### src/design/npcm_pkg.sv
`default_nettype none

package npcm_pkg;

  localparam int PALETTE_DEPTH = 256;

  localparam int COMP_W  = 8;
  localparam int ENTRY_W = 8;
  localparam int SIZE_W  = 9;
  localparam int COLOR_W = 3 * COMP_W;
  localparam int DIST_W  = 18;

  // Entries past the reach of entry_index can be neither written nor searched.
  localparam int NCELLS    = (PALETTE_DEPTH < (1 << ENTRY_W)) ? PALETTE_DEPTH
                                                              : (1 << ENTRY_W);
  localparam int CELL_ID_W = $clog2(NCELLS);
  localparam int LATENCY   = NCELLS + 2;

  localparam logic [SIZE_W-1:0]  SIZE_RESET      = SIZE_W'(256);
  localparam logic               KEY_EN_RESET    = 1'b1;
  localparam logic [COLOR_W-1:0] KEY_COLOR_RESET = 24'hff00ff;
  localparam logic [ENTRY_W-1:0] KEY_INDEX_RESET = 8'hff;

  typedef enum logic {
    MODE_LOAD  = 1'b0,
    MODE_MATCH = 1'b1
  } mode_t;

  typedef enum logic [1:0] {
    REG_PALETTE_SIZE = 2'd0,
    REG_KEY_ENABLE   = 2'd1,
    REG_KEY_COLOR    = 2'd2,
    REG_KEY_INDEX    = 2'd3
  } reg_index_t;

  typedef struct packed {
    logic [COMP_W-1:0] red;
    logic [COMP_W-1:0] green;
    logic [COMP_W-1:0] blue;
  } color_t;

  typedef struct packed {
    logic               is_match;
    logic               keyed;
    logic [ENTRY_W-1:0] entry_index;
    color_t             color;
  } token_t;

  typedef struct packed {
    logic [DIST_W-1:0]  distance;
    logic [ENTRY_W-1:0] index;
  } best_t;

endpackage

`default_nettype wire

### src/design/npcm_cell.sv
`default_nettype none

module npcm_cell
  import npcm_pkg::*;
(
  input  logic                 clk,
  input  logic                 rst,
  input  logic [CELL_ID_W-1:0] cell_id,
  input  logic [SIZE_W-1:0]    palette_size,
  input  logic                 valid_in,
  input  token_t               token_in,
  input  logic [DIST_W-1:0]    dist_in,
  input  best_t                best_in,
  output logic                 valid_out,
  output token_t               token_out,
  output logic [DIST_W-1:0]    dist_out,
  output best_t                best_out
);

  color_t             entry;
  logic [COMP_W-1:0]  diff_r, diff_g, diff_b;
  logic [2*COMP_W-1:0] sq_r, sq_g, sq_b;
  logic [DIST_W-1:0]  entry_dist;
  logic [ENTRY_W-1:0] own_index;
  logic [ENTRY_W-1:0] prev_index;
  logic               searched;

  assign own_index  = ENTRY_W'(cell_id);
  assign prev_index = own_index - 1'b1;

  // A size of zero still searches entry zero.
  assign searched = ({1'b0, own_index} < palette_size) || (cell_id == '0);

  always_comb begin
    diff_r = (entry.red   >= token_in.color.red)   ? entry.red   - token_in.color.red
                                                   : token_in.color.red   - entry.red;
    diff_g = (entry.green >= token_in.color.green) ? entry.green - token_in.color.green
                                                   : token_in.color.green - entry.green;
    diff_b = (entry.blue  >= token_in.color.blue)  ? entry.blue  - token_in.color.blue
                                                   : token_in.color.blue  - entry.blue;
    sq_r = {{COMP_W{1'b0}}, diff_r} * {{COMP_W{1'b0}}, diff_r};
    sq_g = {{COMP_W{1'b0}}, diff_g} * {{COMP_W{1'b0}}, diff_g};
    sq_b = {{COMP_W{1'b0}}, diff_b} * {{COMP_W{1'b0}}, diff_b};
    entry_dist = DIST_W'(sq_r) + DIST_W'(sq_g) + DIST_W'(sq_b);
  end

  // A load word writes the entry as it passes, so words behind it see the
  // new color and words ahead of it never do.
  always_ff @(posedge clk) begin
    if (valid_in && !token_in.is_match && token_in.entry_index == own_index) begin
      entry <= token_in.color;
    end
  end

  always_ff @(posedge clk) begin
    if (rst) begin
      valid_out <= 1'b0;
    end else begin
      valid_out <= valid_in;
    end
  end

  // The distance to this cell's entry is compared one cell later, which
  // keeps the squaring and the comparison in separate cycles.
  always_ff @(posedge clk) begin
    token_out <= token_in;
    dist_out  <= searched ? entry_dist : '1;
    if (dist_in < best_in.distance) begin
      best_out <= '{distance: dist_in, index: prev_index};
    end else begin
      best_out <= best_in;
    end
  end

endmodule

`default_nettype wire
### config.mk
export PLATFORM = sky130hd
export DESIGN_NAME = npcm_cell
export DESIGN_NICKNAME = d
export VERILOG_FILES = /design/src/design/npcm_pkg.sv /design/src/design/npcm_cell.sv
export SDC_FILE = /design/constraint.sdc
export NUM_CORES = 1
export LEC_CHECK = 0
export ABC_AREA = 1
export ABC_CLOCK_PERIOD_IN_PS = 7100
export BUFFER_PORTS_ARGS = -buffer_cell sky130_fd_sc_hd__buf_2
export CORE_UTILIZATION = 50
export CTS_CLUSTER_SIZE = 20
export DETAILED_ROUTE_END_ITERATION = 7
export PLACE_DENSITY = 0.75
export RECOVER_POWER = 50
export SETUP_SLACK_MARGIN = 0.4
export SLEW_MARGIN = 15
export SYNTH_ARGS = -nofsm -noshare
export SYNTH_HDL_FRONTEND = slang
export SYNTH_SLANG_ARGS = --single-unit
### constraint.sdc
create_clock -name clk -period 7.1 [get_ports clk]
set_input_delay 0.355 -clock clk [delete_from_list [all_inputs] [get_ports clk]]
set_output_delay 0.355 -clock clk [all_outputs]
set_load 0.03 [all_outputs]
==> impl_metrics.ini <==
[yosys]
ys_top_cells_by_count = sky130_fd_sc_hd__inv_1, sky130_fd_sc_hd__nand2_1, sky130_fd_sc_hd__ha_1
post_synth_instance_area_um2 = 11700
synth_warnings = 0
net_count_after_synthesis = 1829
ys_seq_area_share_pct = 19.6
synthTopCellsByArea = sky130_fd_sc_hd__fa_1, sky130_fd_sc_hd__ha_1, sky130_fd_sc_hd__dfxtp_1
syn_avg_cell_area_um2 = 8.14
dominantRegCellSynth = sky130_fd_sc_hd__dfxtp_1
synth-seq-cells = 103
number_of_library_cell_types_mapped_by_synthesis = 44
asyncSetResetFlopFracSynth_pct = 0
synth_top_cell_by_area = sky130_fd_sc_hd__fa_1
synth_top_cell_area_share_pct = 23.7
number_of_flops_mapped_to_enable_cells_by_yosys = 24
post-synth-top-count-cell = sky130_fd_sc_hd__inv_1
syn_inst = 1442

[critical_path]
worst_ep_required_time_ns = 7.38
critical_path_buf_inv_count = 10
worst_path_max_delay_cell = sky130_fd_sc_hd__fa_1
crit_path_max_incr_delay_ns = 0.54
worstSetupStartpointType = register
critical_path.endpoint_type = register
cp.arrival_ns = 7.25
critical_path.startpoint = entry[16]
path_class = reg2reg
crit_fanout = 5
crit-reg2reg-launch = entry[16]
critical_path.most_common_cell = sky130_fd_sc_hd__fa_1
top_cell_family_by_delay_on_the_critical_path = adder cells

[routing]
drt-total-wl_um = 27500
drt_pre_antenna_iters = 5
route.layer.met1.wl_um = 11300
via_count = 9716
antenna_violating_nets_post_route = 0
via_per_inst = 4.87
wire_per_inst_um = 13.8
remaining_drc_errors = 0
route.met2.wl_um = 14200
route.top_layer_used = met4
detailedRoute.firstIterationViolations = 389
met3_wirelength_um = 1370

[grt]
grt_remaining_overflow = 0
first_global_vias = 9930
grt_antenna_before_repair = 0
grt_start_max_net_pins = 37
first_pass_grt_wire_length_um = 45000
grt_usage_pct = 23.4

[place]
place.port_buffers = 176
place_worst_setup_slack_ns = -0.108
final_estimated_routing_congestion_in_global_placement = 0.907
dpl.hpwl_um = 22300
placed_cell_area_um2 = 13200

[sta]
setup_repair_after_global_routing_missed_its_margin = yes
report.final.hold_viol_count = 0
setup_viol_count_final = 0
max_slew.worst_pin.slew_ns = 0.733
slew_headroom_pct = 51.0
fin_worst_skew_ns = 0.0104
hold-worst-slack_ns = 0.0888
timing_max_transition_violations_final = 0
final_period_util_pct = 98.1
finalWorstPathRequiredPeriod_ns = 6.96
highest_clock_rate_mhz = 144
post-route-worst-setup-slack_ns = 0.138

[clock_network]
tritoncts.num_buffers = 9
cts_tree = built
clock_latency_ns = 0.36
clock-sinks = 103
ctsLongestPathBuffers = 2
clk_pin_slew_worst_paths_ns = 0.08
hold_buffers = 0
root_buffer = sky130_fd_sc_hd__clkbuf_16
max_h_tree_level = 3

[floorplan]
die_w_um = 155
initial_core_util_pct = 51.4
area_of_the_core_um2 = 22800
floorplan.die_area_um2 = 24100
num_io_pins = 177
fp-row-count = 55
dieHeight_um = 155

[final_layout]
flow.area_growth_from_synthesis_pct = 19.7
layout_nets = 2065
insertedDiodeCount = 0
final_design_area_no_fill_um2 = 14000
drive_gt1_share_pct = 21.0

[status]
run_status = complete, no violations

[hold_path]
hp-class = in2reg
hold_path.startpoint = token_in[32]

[job]
timing.max_cap.violations = 0
==> state kept, by name, indices dropped and copies added (netlist names) <==
name       cells
valid_out      1
best_out      26
entry         24
token_out     34
dist_out      18
==> area by class of cell <==
class,instances,area (um2)
Clock buffer,10,229
Timing Repair Buffer,239,1290
Fill cell,1979,8810
Sequential cell,103,2300
Inverter,396,1500
Multi-Input combinational cell,929,8270
Tap cell,313,392
Clock inverter,6,62.6
==> per-layer routing <==
| metal | GRT usage [%] | up-vias |
|---|---|---|
| met1 | 27.7 | 4624 |
| met4 | 6.54 | 0 |
| met2 | 43.2 | 257 |
| met5 | 0 | - |
| li1 | - | 4793 |
| met3 | 4.21 | 42 |
==> path summary, 6_finish.rpt <==
check        cells after the start  slack (ns)       endpoint
max                             32        0.14    dist_out[9]
min                              1        0.09  token_out[32]
min reg2reg                      4        1.04    dist_out[0]
max reg2reg                     32        0.14    dist_out[9]
==> what timing repair did <==
item                       in CTS  in global routing
setup buffers                  15                 19
gates resized for setup        45                 67
pin swaps                      33                 45
setup endpoints to repair      12                 13
gates cloned                    1                  0
==> cells by family (layout without fill, tap and decap cells) <==
| logic type | after synthesis | in the layout | synth area share [%] |
|---|---|---|---|
| AND/OR/NAND/NOR | 481 | 482 | 18.4 |
| AO/OA/AOI/OAI | 122 | 122 | 6.11 |
| flip-flops | 103 | 103 | 19.6 |
| adder cells (fa/ha/maj) | 289 | 289 | 39.7 |
| buffers and inverters | 411 | 651 | 13.5 |
| XOR/XNOR | 36 | 36 | 2.69 |
==> cell usage in the layout (no fill, tap or decap), drive strengths merged <==
master   count
inv        399
nand2      281
buf        172
ha         150
fa         139
nor2       118
dfxtp       79
clkbuf      77
nand3       62
o21ai       49
a21oi       46
xor2        25
edfxtp      24
xnor2       11
o21bai      11
nand4        9
o21a         6
or2          4
nor3         4
a21o         3
clkinv       3
o2111ai      2
o22ai        2
a221oi       2
nand3b       2
and2         1
nor4         1
a31oi        1
==> stage by stage <==
| stage | std cells | utilization (%) | setup TNS [ns] |
|---|---|---|---|
| after global placement | 1945 | 57.6 | 0 |
| after detailed placement | 1945 | 57.6 | -0.376 |
| after floorplan | 1442 | - | 0 |
| after global routing | 1996 | 61.5 | -1.21 |
| after CTS | 1977 | 60.2 | 0 |
| final | 1996 | 61.5 | 0 |
==> worst register-to-register path, delay by kind of cell, from the launching register on <==
| kind | cells | cell delay [ns] |
|---|---|---|
| AOI/OAI and AO/OA | 3 | 0.57 |
| adders and majority gates | 10 | 4.26 |
| buffers and inverters | 10 | 0.75 |
| DFF | 1 | 0.39 |
| and+or+nand+nor | 9 | 0.93 |
Power is left out: the tool's default activity adds up to more than one toggle a clock period on the data nets, which glitch-free logic cannot reach.
